File: src/hdl/ghd_pkg.sv
// ----------------------------------------------------------------------------
// ghd_pkg
// Shared types, sequencer codes and arithmetic constants for the GPS home
// distance block.
// ----------------------------------------------------------------------------
package ghd_pkg;

    // Sequencer steps; the controller state doubles as the datapath command.
    localparam int STATE_W = 5;
    localparam logic [STATE_W-1:0] ST_IDLE = 5'd0;
    localparam logic [STATE_W-1:0] ST_C1   = 5'd1;
    localparam logic [STATE_W-1:0] ST_C2   = 5'd2;
    localparam logic [STATE_W-1:0] ST_C3   = 5'd3;
    localparam logic [STATE_W-1:0] ST_C4   = 5'd4;
    localparam logic [STATE_W-1:0] ST_C5   = 5'd5;
    localparam logic [STATE_W-1:0] ST_C6   = 5'd6;
    localparam logic [STATE_W-1:0] ST_C7   = 5'd7;
    localparam logic [STATE_W-1:0] ST_K1   = 5'd8;
    localparam logic [STATE_W-1:0] ST_K2   = 5'd9;
    localparam logic [STATE_W-1:0] ST_K3   = 5'd10;
    localparam logic [STATE_W-1:0] ST_K4   = 5'd11;
    localparam logic [STATE_W-1:0] ST_K5   = 5'd12;
    localparam logic [STATE_W-1:0] ST_K6   = 5'd13;
    localparam logic [STATE_W-1:0] ST_K7   = 5'd14;
    localparam logic [STATE_W-1:0] ST_K8   = 5'd15;
    localparam logic [STATE_W-1:0] ST_K9   = 5'd16;
    localparam logic [STATE_W-1:0] ST_K10  = 5'd17;
    localparam logic [STATE_W-1:0] ST_K11  = 5'd18;
    localparam logic [STATE_W-1:0] ST_M1   = 5'd19;
    localparam logic [STATE_W-1:0] ST_M2   = 5'd20;
    localparam logic [STATE_W-1:0] ST_M3   = 5'd21;
    localparam logic [STATE_W-1:0] ST_M4   = 5'd22;
    localparam logic [STATE_W-1:0] ST_D1   = 5'd23;
    localparam logic [STATE_W-1:0] ST_D2   = 5'd24;
    localparam logic [STATE_W-1:0] ST_D3   = 5'd25;
    localparam logic [STATE_W-1:0] ST_S1   = 5'd26;
    localparam logic [STATE_W-1:0] ST_S2   = 5'd27;
    localparam logic [STATE_W-1:0] ST_S3   = 5'd28;
    localparam logic [STATE_W-1:0] ST_S4   = 5'd29;
    localparam logic [STATE_W-1:0] ST_SQRT = 5'd30;
    localparam logic [STATE_W-1:0] ST_FIN  = 5'd31;

    localparam logic OPC_CAPTURE = 1'b0;
    localparam logic OPC_MEASURE = 1'b1;

    localparam logic COORD_LAT = 1'b0;
    localparam logic COORD_LON = 1'b1;

    localparam int CNT_W      = 5;
    localparam int SQRT_STEPS = 27;

    // Reciprocal multipliers: floor(x / d) = (x * M) >> S over the used range.
    localparam logic [31:0] DIV100_M   = 32'd5243;
    localparam logic [31:0] DIV3_M     = 32'd11184811;
    localparam logic [31:0] DIV1E4_M   = 32'd109951163;
    localparam logic [31:0] DIV25_M    = 32'd687194768;
    localparam logic [31:0] DIV81_M    = 32'd3393554407;
    localparam logic [31:0] DIV12500_M = 32'd21990233;
    // floor(2^45 / 10^6): applied to x >> 13, gives x / 10^6 low by at most one
    localparam logic [31:0] DIV1E6_M   = 32'd35184372;

    localparam logic [31:0] K_100     = 32'd100;
    localparam logic [31:0] K_10000   = 32'd10000;
    localparam logic [31:0] K_5       = 32'd5;
    localparam logic [31:0] K_1E6     = 32'd1000000;
    localparam logic [31:0] K_123370  = 32'd123370;
    localparam logic [31:0] K_139     = 32'd139;
    localparam logic [24:0] K_1E7     = 25'd10000000;

    localparam logic [17:0] MPD_RESET = 18'd111194;
    localparam logic [29:0] LAT_CAP   = 30'd134217727;
    localparam logic [29:0] LON_CAP   = 30'd268435455;
    localparam logic [18:0] AXIS_CAP  = 19'd131071;
    localparam logic [53:0] DIST_CAP  = 54'd33554431;
    localparam logic [53:0] SQRT_B0   = 54'd4503599627370496;

    typedef struct packed {
        logic [STATE_W-1:0] op;
        logic               coord;
        logic               load;
    } t_cmd;

    typedef struct packed {
        logic opcode;
        logic out_free;
    } t_stat;

endpackage

File: src/hdl/ghd_ctrl.sv
// ----------------------------------------------------------------------------
// ghd_ctrl
// Sequencer: steps the datapath through conversion, home capture or
// distance measurement, the divide by one million and the square root.
// ----------------------------------------------------------------------------
module ghd_ctrl (
    input  logic         i_clk,
    input  logic         i_rst_n,
    input  logic         i_in_valid,
    input  ghd_pkg::t_stat i_stat,
    output logic         o_ready,
    output ghd_pkg::t_cmd  o_cmd
);
    import ghd_pkg::*;

    logic [STATE_W-1:0] r_state, n_state;
    logic [CNT_W-1:0]   r_cnt, n_cnt;
    logic               r_coord, n_coord;
    logic               w_accept;

    assign o_ready  = (r_state == ST_IDLE);
    assign w_accept = o_ready && i_in_valid;

    assign o_cmd.op    = r_state;
    assign o_cmd.coord = r_coord;
    assign o_cmd.load  = w_accept;

    always_comb begin
        n_state = r_state;
        n_cnt   = r_cnt;
        n_coord = r_coord;
        case (r_state)
            ST_IDLE: begin
                if (w_accept) begin
                    n_state = ST_C1;
                    n_coord = COORD_LAT;
                end
            end
            ST_C1, ST_C2, ST_C3, ST_C4, ST_C5, ST_C6,
            ST_K1, ST_K2, ST_K3, ST_K4, ST_K5, ST_K6, ST_K7, ST_K8, ST_K9, ST_K10,
            ST_M1, ST_M2, ST_M3, ST_M4, ST_D1, ST_D2, ST_D3,
            ST_S1, ST_S2, ST_S3: begin
                n_state = r_state + 5'd1;
            end
            ST_C7: begin
                if (r_coord == COORD_LAT) begin
                    n_coord = COORD_LON;
                    n_state = ST_C1;
                end else if (i_stat.opcode == OPC_MEASURE) begin
                    n_state = ST_M1;
                end else begin
                    n_state = ST_K1;
                end
            end
            ST_K11: n_state = ST_FIN;
            ST_S4: begin
                n_state = ST_SQRT;
                n_cnt   = '0;
            end
            ST_SQRT: begin
                if (r_cnt == CNT_W'(SQRT_STEPS - 1)) begin
                    n_state = ST_FIN;
                end else begin
                    n_cnt = r_cnt + 5'd1;
                end
            end
            ST_FIN: begin
                if (i_stat.out_free) begin
                    n_state = ST_IDLE;
                end
            end
            default: n_state = ST_IDLE;
        endcase
    end

    always_ff @(posedge i_clk) begin
        if (!i_rst_n) begin
            r_state <= ST_IDLE;
            r_cnt   <= '0;
            r_coord <= COORD_LAT;
        end else begin
            r_state <= n_state;
            r_cnt   <= n_cnt;
            r_coord <= n_coord;
        end
    end

    a_accept_starts_lat: assert property (@(posedge i_clk) disable iff (!i_rst_n)
        w_accept |=> (r_state == ST_C1) && (r_coord == COORD_LAT))
        else $error("accepted item did not start latitude conversion");

    a_fin_hold: assert property (@(posedge i_clk) disable iff (!i_rst_n)
        (r_state == ST_FIN) && !i_stat.out_free |=> (r_state == ST_FIN))
        else $error("result left before the output register was free");

    a_sqrt_count: assert property (@(posedge i_clk) disable iff (!i_rst_n)
        (r_state == ST_SQRT) |-> (r_cnt < CNT_W'(SQRT_STEPS)))
        else $error("square root counter overran");

endmodule

File: src/hdl/ghd_datapath.sv
// ----------------------------------------------------------------------------
// ghd_datapath
// Shared multiplier, coordinate conversion, home state, reciprocal divide by
// one million, bit-serial square root and output register.
// ----------------------------------------------------------------------------
module ghd_datapath (
    input  logic           i_clk,
    input  logic           i_rst_n,
    input  ghd_pkg::t_cmd  i_cmd,
    output ghd_pkg::t_stat o_stat,
    input  logic           i_cfg_wr_en,
    input  logic [17:0]    i_cfg_wr_data,
    input  logic           i_opcode,
    input  logic [13:0]    i_lat_whole,
    input  logic [13:0]    i_lat_frac,
    input  logic [14:0]    i_lon_whole,
    input  logic [13:0]    i_lon_frac,
    input  logic [15:0]    i_baro_altitude,
    input  logic [15:0]    i_gps_altitude,
    input  logic           i_use_baro,
    input  logic           i_out_ready,
    output logic           o_out_valid,
    output logic [24:0]    o_distance,
    output logic [24:0]    o_max_distance
);
    import ghd_pkg::*;

    // captured item
    logic        r_opcode;
    logic [13:0] r_lat_whole, r_lat_frac, r_lon_frac;
    logic [14:0] r_lon_whole;
    logic [15:0] r_alt;

    // configuration and home state
    logic [17:0] r_mpd;
    logic [26:0] r_home_lat;
    logic [27:0] r_home_lon;
    logic [16:0] r_axis;
    logic [24:0] r_peak;

    // working registers
    logic [63:0] r_prod;
    logic [8:0]  r_q;
    logic [20:0] r_f;
    logic [26:0] r_lat, r_dlat;
    logic [27:0] r_lon, r_dlon;
    logic [14:0] r_a2;
    logic [24:0] r_plus, r_s;
    logic [44:0] r_num_n, r_num_e;
    logic [25:0] r_qn, r_qe;
    logic [53:0] r_sum, r_res, r_bit;

    logic        r_out_valid;
    logic [24:0] r_out_dist, r_out_max;

    logic [31:0] w_mul_a, w_mul_b;
    logic        w_mul_en;
    logic [14:0] w_whole, w_diff;
    logic [13:0] w_frac;
    logic [19:0] w_t;
    logic [29:0] w_micro;
    logic [25:0] w_minus;
    logic [44:0] w_rem_n, w_rem_e;
    logic [53:0] w_trial;
    logic [24:0] w_dist;
    logic [15:0] w_alt_raw;
    logic        w_out_free;

    assign w_whole   = (i_cmd.coord == COORD_LON) ? r_lon_whole : {1'b0, r_lat_whole};
    assign w_frac    = (i_cmd.coord == COORD_LON) ? r_lon_frac : r_lat_frac;
    assign w_diff    = w_whole - r_prod[14:0];
    assign w_t       = r_prod[19:0] + {6'd0, w_frac};
    assign w_micro   = {1'b0, r_prod[28:0]} + {9'd0, r_f};
    assign w_minus   = r_prod[63:38];
    // remainder left by the estimated quotient; one more step when it reaches 10^6
    assign w_rem_n   = r_num_n - r_prod[44:0];
    assign w_rem_e   = r_num_e - r_prod[44:0];
    assign w_trial   = r_res + r_bit;
    assign w_dist    = (r_res > DIST_CAP) ? DIST_CAP[24:0] : r_res[24:0];
    assign w_alt_raw = i_use_baro ? i_baro_altitude : i_gps_altitude;
    assign w_out_free = !r_out_valid || i_out_ready;

    assign o_stat.opcode   = r_opcode;
    assign o_stat.out_free = w_out_free;

    // multiplier operand select
    always_comb begin
        w_mul_en = 1'b1;
        w_mul_a  = '0;
        w_mul_b  = '0;
        case (i_cmd.op)
            ST_C1: begin w_mul_a = {17'd0, w_whole};           w_mul_b = DIV100_M;   end
            ST_C2: begin w_mul_a = {23'd0, r_prod[27:19]};     w_mul_b = K_100;      end
            ST_C3: begin w_mul_a = {25'd0, w_diff[6:0]};       w_mul_b = K_10000;    end
            ST_C4: begin w_mul_a = {12'd0, w_t};               w_mul_b = K_5;        end
            ST_C5: begin w_mul_a = {9'd0, r_prod[22:0]};       w_mul_b = DIV3_M;     end
            ST_C6: begin w_mul_a = {23'd0, r_q};               w_mul_b = K_1E6;      end
            ST_K1: begin w_mul_a = {5'd0, r_lat};              w_mul_b = DIV1E4_M;   end
            ST_K2: begin w_mul_a = {18'd0, r_prod[53:40]};
                         w_mul_b = {18'd0, r_prod[53:40]};                           end
            ST_K3: begin w_mul_a = {4'd0, r_prod[27:0]};       w_mul_b = DIV1E4_M;   end
            ST_K4: begin w_mul_a = {17'd0, r_prod[54:40]};
                         w_mul_b = {17'd0, r_prod[54:40]};                           end
            ST_K5: begin w_mul_a = {3'd0, r_prod[28:0]};       w_mul_b = DIV25_M;    end
            ST_K6: begin w_mul_a = {17'd0, r_a2};              w_mul_b = K_123370;   end
            ST_K7: begin w_mul_a = r_prod[31:0];               w_mul_b = DIV81_M;    end
            ST_K9: begin w_mul_a = {7'd0, r_s};                w_mul_b = DIV12500_M; end
            ST_K10: begin w_mul_a = {21'd0, r_prod[48:38]};    w_mul_b = K_139;      end
            ST_M2: begin w_mul_a = {14'd0, r_mpd};             w_mul_b = {5'd0, r_dlat}; end
            ST_M3: begin w_mul_a = {15'd0, r_axis};            w_mul_b = {4'd0, r_dlon}; end
            ST_M4: begin w_mul_a = r_num_n[44:13];             w_mul_b = DIV1E6_M;   end
            ST_D1: begin w_mul_a = r_num_e[44:13];             w_mul_b = DIV1E6_M;   end
            ST_D2: begin w_mul_a = {6'd0, r_qn};               w_mul_b = K_1E6;      end
            ST_D3: begin w_mul_a = {6'd0, r_qe};               w_mul_b = K_1E6;      end
            ST_S1: begin w_mul_a = {6'd0, r_qn};               w_mul_b = {6'd0, r_qn};   end
            ST_S2: begin w_mul_a = {6'd0, r_qe};               w_mul_b = {6'd0, r_qe};   end
            ST_S3: begin w_mul_a = {16'd0, r_alt};             w_mul_b = {16'd0, r_alt}; end
            default: w_mul_en = 1'b0;
        endcase
    end

    always_ff @(posedge i_clk) begin
        if (w_mul_en) begin
            r_prod <= w_mul_a * w_mul_b;
        end
        if (i_cmd.load) begin
            r_opcode    <= i_opcode;
            r_lat_whole <= i_lat_whole;
            r_lat_frac  <= i_lat_frac;
            r_lon_whole <= i_lon_whole;
            r_lon_frac  <= i_lon_frac;
            r_alt       <= w_alt_raw[15] ? (~w_alt_raw + 16'd1) : w_alt_raw;
        end
        case (i_cmd.op)
            ST_C2: r_q <= r_prod[27:19];
            ST_C6: r_f <= r_prod[45:25];
            ST_C7: begin
                if (i_cmd.coord == COORD_LAT) begin
                    r_lat <= (w_micro > LAT_CAP) ? LAT_CAP[26:0] : w_micro[26:0];
                end else begin
                    r_lon <= (w_micro > LON_CAP) ? LON_CAP[27:0] : w_micro[27:0];
                end
            end
            ST_K4: r_a2   <= r_prod[54:40];
            ST_K6: r_plus <= K_1E7 + {1'b0, r_prod[57:34]};
            ST_K8: r_s    <= ({1'b0, r_plus} > w_minus) ? (r_plus - w_minus[24:0]) : '0;
            ST_M1: begin
                r_dlat <= (r_lat > r_home_lat) ? (r_lat - r_home_lat) : (r_home_lat - r_lat);
                r_dlon <= (r_lon > r_home_lon) ? (r_lon - r_home_lon) : (r_home_lon - r_lon);
            end
            ST_M3: r_num_n <= r_prod[44:0];
            ST_M4: r_num_e <= r_prod[44:0];
            // quotient estimates, each at most one below the true quotient
            ST_D1: r_qn <= r_prod[57:32];
            ST_D2: r_qe <= r_prod[57:32];
            ST_D3: begin
                if (w_rem_n >= {13'd0, K_1E6}) begin
                    r_qn <= r_qn + 26'd1;
                end
            end
            ST_S1: begin
                if (w_rem_e >= {13'd0, K_1E6}) begin
                    r_qe <= r_qe + 26'd1;
                end
            end
            ST_S2: r_sum <= {2'd0, r_prod[51:0]};
            ST_S3: r_sum <= r_sum + r_prod[53:0];
            ST_S4: begin
                r_sum <= r_sum + r_prod[53:0];
                r_res <= '0;
                r_bit <= SQRT_B0;
            end
            ST_SQRT: begin
                if (r_sum >= w_trial) begin
                    r_sum <= r_sum - w_trial;
                    r_res <= (r_res >> 1) + r_bit;
                end else begin
                    r_res <= r_res >> 1;
                end
                r_bit <= r_bit >> 2;
            end
            default: ;
        endcase
        if (i_cmd.op == ST_FIN && w_out_free) begin
            if (r_opcode == OPC_MEASURE) begin
                r_out_dist <= w_dist;
                r_out_max  <= (w_dist > r_peak) ? w_dist : r_peak;
            end else begin
                r_out_dist <= '0;
                r_out_max  <= r_peak;
            end
        end
    end

    // control and home state
    always_ff @(posedge i_clk) begin
        if (!i_rst_n) begin
            r_mpd       <= MPD_RESET;
            r_home_lat  <= '0;
            r_home_lon  <= '0;
            r_axis      <= '0;
            r_peak      <= '0;
            r_out_valid <= 1'b0;
        end else begin
            if (i_cfg_wr_en) begin
                r_mpd <= i_cfg_wr_data;
            end
            if (i_cmd.op == ST_K11) begin
                r_home_lat <= r_lat;
                r_home_lon <= r_lon;
                r_axis     <= (r_prod[18:0] > AXIS_CAP) ? AXIS_CAP[16:0] : r_prod[16:0];
            end
            if (i_cmd.op == ST_FIN && w_out_free) begin
                r_out_valid <= 1'b1;
                if (r_opcode == OPC_MEASURE && w_dist > r_peak) begin
                    r_peak <= w_dist;
                end
            end else if (i_out_ready) begin
                r_out_valid <= 1'b0;
            end
        end
    end

    assign o_out_valid    = r_out_valid;
    assign o_distance     = r_out_dist;
    assign o_max_distance = r_out_max;

    a_peak_monotonic: assert property (@(posedge i_clk) disable iff (!i_rst_n)
        $past(i_rst_n) |-> (r_peak >= $past(r_peak)))
        else $error("running maximum decreased");

    a_max_covers_dist: assert property (@(posedge i_clk) disable iff (!i_rst_n)
        r_out_valid |-> (r_out_max >= r_out_dist))
        else $error("reported maximum below reported distance");

endmodule

File: src/hdl/gps_home_distance_top.sv
// ----------------------------------------------------------------------------
// gps_home_distance_top
// Distance from a captured home position, computed from GPS fixes.
// ----------------------------------------------------------------------------
// Sequence: a capture item converts both coordinates and derives the home scale;
//   a measure item converts both coordinates, divides by one million and runs
//   the square root loop (27 steps), all on the single shared multiplier.
// Items: one item is taken at a time; the next item is taken once the
//   current result sits in the output register.
// Reset (i_rst_n low, synchronous) clears home, scale and peak to zero and
//   loads meters_per_degree with 111194.
// ----------------------------------------------------------------------------
module gps_home_distance_top (
    input  logic        i_clk,
    input  logic        i_rst_n,
    // configuration: meters_per_degree
    input  logic        i_cfg_wr_en,
    input  logic [17:0] i_cfg_wr_data,
    // input stream
    input  logic        s_axis_tvalid,
    output logic        s_axis_tready,
    // tdata: lat_whole[13:0], lat_frac[27:14], lon_whole[42:28],
    //        lon_frac[56:43], baro_altitude[72:57], gps_altitude[88:73], zero fill
    input  logic [95:0] s_axis_tdata,
    // tuser: opcode[0], use_baro[1]
    input  logic [1:0]  s_axis_tuser,
    // result stream
    output logic        m_axis_tvalid,
    input  logic        m_axis_tready,
    // tdata: distance[24:0], max_distance[49:25], zero fill
    output logic [55:0] m_axis_tdata
);
    import ghd_pkg::*;

    t_cmd        w_cmd;
    t_stat       w_stat;
    logic [24:0] w_distance, w_max_distance;

    // Sequence the conversion, capture or measurement for one transfer.
    ghd_ctrl u_ctrl (
        .i_clk      (i_clk),
        .i_rst_n    (i_rst_n),
        .i_in_valid (s_axis_tvalid),
        .i_stat     (w_stat),
        .o_ready    (s_axis_tready),
        .o_cmd      (w_cmd)
    );

    // Hold the item, the home state and the arithmetic; drive the result.
    ghd_datapath u_datapath (
        .i_clk           (i_clk),
        .i_rst_n         (i_rst_n),
        .i_cmd           (w_cmd),
        .o_stat          (w_stat),
        .i_cfg_wr_en     (i_cfg_wr_en),
        .i_cfg_wr_data   (i_cfg_wr_data),
        .i_opcode        (s_axis_tuser[0]),
        .i_lat_whole     (s_axis_tdata[13:0]),
        .i_lat_frac      (s_axis_tdata[27:14]),
        .i_lon_whole     (s_axis_tdata[42:28]),
        .i_lon_frac      (s_axis_tdata[56:43]),
        .i_baro_altitude (s_axis_tdata[72:57]),
        .i_gps_altitude  (s_axis_tdata[88:73]),
        .i_use_baro      (s_axis_tuser[1]),
        .i_out_ready     (m_axis_tready),
        .o_out_valid     (m_axis_tvalid),
        .o_distance      (w_distance),
        .o_max_distance  (w_max_distance)
    );

    // Pack the result fields, lowest field first.
    assign m_axis_tdata = {6'd0, w_max_distance, w_distance};

endmodule

File: config.mk
export PLATFORM = sky130hd
export DESIGN_NAME = gps_home_distance_top
export DESIGN_NICKNAME = d
export VERILOG_FILES = /design/src/hdl/ghd_pkg.sv /design/src/hdl/ghd_ctrl.sv /design/src/hdl/ghd_datapath.sv /design/src/hdl/gps_home_distance_top.sv
export SDC_FILE = /design/constraint.sdc
export NUM_CORES = 2
export LEC_CHECK = 0
export ABC_AREA = 0
export CAP_MARGIN = 20
export CORE_MARGIN = 2
export CORE_UTILIZATION = 25
export CTS_CLUSTER_DIAMETER = 150
export CTS_CLUSTER_SIZE = 12
export DETAILED_ROUTE_END_ITERATION = 6
export DONT_BUFFER_PORTS = 1
export PLACE_DENSITY_LB_ADDON = 0.12
export SLEW_MARGIN = 40
export SYNTH_ARGS = -nofsm -noshare
export SYNTH_HDL_FRONTEND = slang
export SYNTH_SLANG_ARGS = --single-unit
export TNS_END_PERCENT = 20
File: constraint.sdc
create_clock -name i_clk -period 10.9 [get_ports i_clk]
set_input_delay 0 -clock i_clk [delete_from_list [all_inputs] [get_ports i_clk]]
set_output_delay 0 -clock i_clk [all_outputs]
set_load 0.03 [all_outputs]
==> out/qor.csv <==
metric;value;unit
Post-Synth Adder-Cell Area;0.307;
RSZ-0062 raised after global routing;true;
full die area;0.356;mm2
mux cell area share after synthesis;0.0126;
CP max FO;6;
Hold Crit Class;in -> reg;
Tmin final;10800;ps
simple-gate share of the synthesized area;0.143;
final hold slack;76.4;ps
FMAX;92.6;MHz
vias in the first global route;75417;
CTS buffer count;83;
clock-pin slew on the worst setup and hold paths;70;ps
Total Power;9.72;mW
Reg2Reg Depth;43;
Root Driver;clkbuf_16;
Antenna Nets Post-Route;0;
Pleak;44.7;nW
crit path max-delay cell type;fa_1;
area grow syn2layout;18.3;%
Filler Cell Count;36981;
worst hold path cell count;4;
main combinational cell family by area after synthesis;adder cells;
Unique masters post-synth;113;
clk_lat worst skew;870;ps
CTS tree;yes;
#FFs+latches synth;797;
Post-Route WL;410000;um
CTS H-Tree Depth;3;
Syn Std Cell Area;0.0879;mm2
Syn Inst Count;9694;
first-pass GRT wire length;577000;um
Mean Syn Cell Area;9.07;um2
IO buf count;0;
Final Skew;100;ps
nets;12029;
initial DRC count;7055;
top_reg_cell synth;edfxtp_1;
worst path arrival time;11350;ps
Final period util;0.991;
largest net degree at the start of global routing;64;
initial antenna violation count;50;
Hold Startpoint;s_axis_tdata[76];
Clock Sinks;797;
global route overflow;0;
Die W;597;um
num rows;217;
Hold EP;u_datapath.r_alt[5];
WL/cell;27.4;um
first drt pass iteration count;6;
pwr/cell area;93.4;mW/mm2
Initial Util;0.251;
Worst EP required;11450;ps
outcome;finished clean;
Reg-to-Reg Start;u_ctrl.r_coord;
r2r endpoint;u_datapath.r_prod[60];
routability cong.;0.980;
Core Area;0.350;mm2
CP max stage delay;580;ps
worst reg-to-reg setup slack;100;ps
Post-synth ARST share;0;
Startpoint Class;register;
post-synthesis compound-gate area fraction;0.154;
Post-synth EDFFs;670;
peak supply drop;116;uV
yosys warns;0;
normalized max-slew margin;0.383;
Worst Setup End Kind;register;
Vias;75578;
DRC Markers;0;
final hold viol count;0;
post-synthesis xor/xnor area fraction;0.0473;
post-DP HPWL;334000;um
Die H;597;um
Vias/cell;5.05;
sequential element share of the synthesized area;0.258;
critical path class;reg -> reg;
Least-Margin Pin Slew;925;ps
Finish-stage setup viols;0;
final max-slew violation count;0;
# Max-Cap Violations;0;
layout cells sized above 1;0.114;
All-Layer GR Usage;0.227;
# IOs;179;
Longest Clk Path Bufs;4;
[worst max path at each step]
stage | from | slack [ps] | to
global route | u_ctrl.r_coord | -250 | u_datapath.r_prod[60]
floorplan | u_ctrl.r_coord | 4 | u_datapath.r_prod[57]
detailed placement | u_ctrl.r_coord | -630 | u_datapath.r_prod[61]
finish | u_ctrl.r_coord | 100 | u_datapath.r_prod[60]
global placement | u_ctrl.r_coord | -600 | u_datapath.r_prod[61]
CTS | u_ctrl.r_coord | 6 | u_datapath.r_prod[60]
[cells in the mapped netlist, types with 100 or more instances]
library cell  count  area [um2]
a22oi_1         139        1040
xnor2_1         256        2240
ha_1            758        9480
nor2_1          911        3420
a21oi_1         545        2730
inv_1          1354        5080
nand3_1         165         826
xor2_1          219        1920
edfxtp_1        670       20100
a21o_1          220        1650
nand2_1        1147        4310
o21ai_0         355        1780
nand4_1         100         626
dfxtp_1         127        2540
fa_1            873       17500
clkbuf_1        372        1400
[repair_timing]
item / in CTS / in global routing
resized for setup: 55 / 162
endpoints found under the setup margin: 21 / 18
buffers inserted: 8 / 24
hold buffers: 221 / 0
hold endpoints to repair: 180 / 0
pin swaps: 29 / 91
[cell type report]
| type | count | area, um2 | share of cell area |
|---|---|---|---|
| inverter | 1361 | 5120 | 0.0492 |
| sequential | 797 | 22700 | 0.218 |
| clock buffer | 136 | 2280 | 0.0219 |
| clock inverter | 10 | 114 | 0.00109 |
| tap | 4599 | 5750 | 0.0553 |
| timing repair buffer | 944 | 8510 | 0.0819 |
| multi-input combinational | 7090 | 59500 | 0.572 |
| antenna | 19 | 47.5 | 0.000457 |
[sequential cells by signal, indices dropped and copies added, names as in the netlist, 26 cells and up]
register and cells:
u_datapath.r_dlon 28, u_datapath.r_lon 28, u_datapath.r_bit 27, u_datapath.r_home_lat 27, u_datapath.r_home_lon 28, u_datapath.r_qn 26, u_datapath.r_sum 54, u_datapath.r_dlat 27
u_datapath.r_res 54, u_datapath.r_qe 26, u_datapath.r_prod 64, u_datapath.r_num_n 45, u_datapath.r_lat 27, u_datapath.r_num_e 45
[layer usage]
layer / share of wire / vias up / global-route usage / routed length, um
met1: 0.46 / 38559 / 0.320 / 188000
met5: 0.000088 / - / 0 / 36
met2: 0.43 / 2527 / 0.348 / 178000
li1: - / 33945 / - / -
met3: 0.063 / 539 / 0.0328 / 25700
met4: 0.047 / 8 / 0.0867 / 19300
[where the power goes]
part | switching (mW) | internal, mW | total [mW]
Sequential | 0.133 | 3.43 | 3.57
Clock | 1.43 | 1.44 | 2.87
Combinational | 2.12 | 1.16 | 3.28
Total | 3.69 | 6.03 | 9.72
[critical path: cells and delay by family (launching register included)]
kind / cells / cell delay, ps
buffers and inverters: 11 / 1120
AO/OA/AOI/OAI: 15 / 2790
XOR/XNOR: 1 / 130
AND/OR/NAND/NOR: 5 / 1160
adder cells (fa/ha/maj): 10 / 4610
multiplexers: 1 / 320
flip-flops: 1 / 350
[kinds of logic (layout without fill, tap and decap cells)]
group,count (synthesis),count (layout)
flip-flops,797,797
AO/OA/AOI/OAI,2022,2022
AND/OR/NAND/NOR,2850,2850
adder cells (fa/ha/maj),1631,1631
buffers and inverters,1812,2451
other,1,25
XOR/XNOR,475,475
multiplexers,106,106
[through the flow]
step	std cells	util	setup WS, ps	TNS (ps)	area [um2]
after floorplan	9699	-	3.87	0	88000
after global placement	14534	0.280	-605	-6230	98000
after detailed placement	14539	0.281	-635	-6540	98200
after CTS	14913	0.295	6.21	0	103000
after global routing	14943	0.297	-246	-1050	104000
final	14956	0.297	102	0	104000
[layout by cell type (no fill, tap or decap), types with 75 or more instances in the layout]
| cell | synthesis | layout |
|---|---|---|
| a211oi_1 | 93 | 90 |
| a21o_1 | 220 | 218 |
| a21oi_1 | 545 | 517 |
| a22oi_1 | 139 | 138 |
| a31oi_1 | 91 | 88 |
| buf_4 | 8 | 636 |
| clkbuf_16 | 0 | 83 |
| dfxtp_1 | 127 | 126 |
| dlygate4sd3_1 | 0 | 220 |
| edfxtp_1 | 670 | 670 |
| fa_1 | 873 | 855 |
| ha_1 | 758 | 740 |
| inv_1 | 1354 | 1335 |
| nand2_1 | 1147 | 1143 |
| nand3_1 | 165 | 159 |
| nand4_1 | 100 | 100 |
| nor2_1 | 911 | 860 |
| nor2b_1 | 84 | 81 |
| nor3_1 | 85 | 75 |
| o21ai_0 | 355 | 343 |
| xnor2_1 | 256 | 254 |
| xor2_1 | 219 | 218 |
No activity file was read; power rests on OpenSTA's default activity.
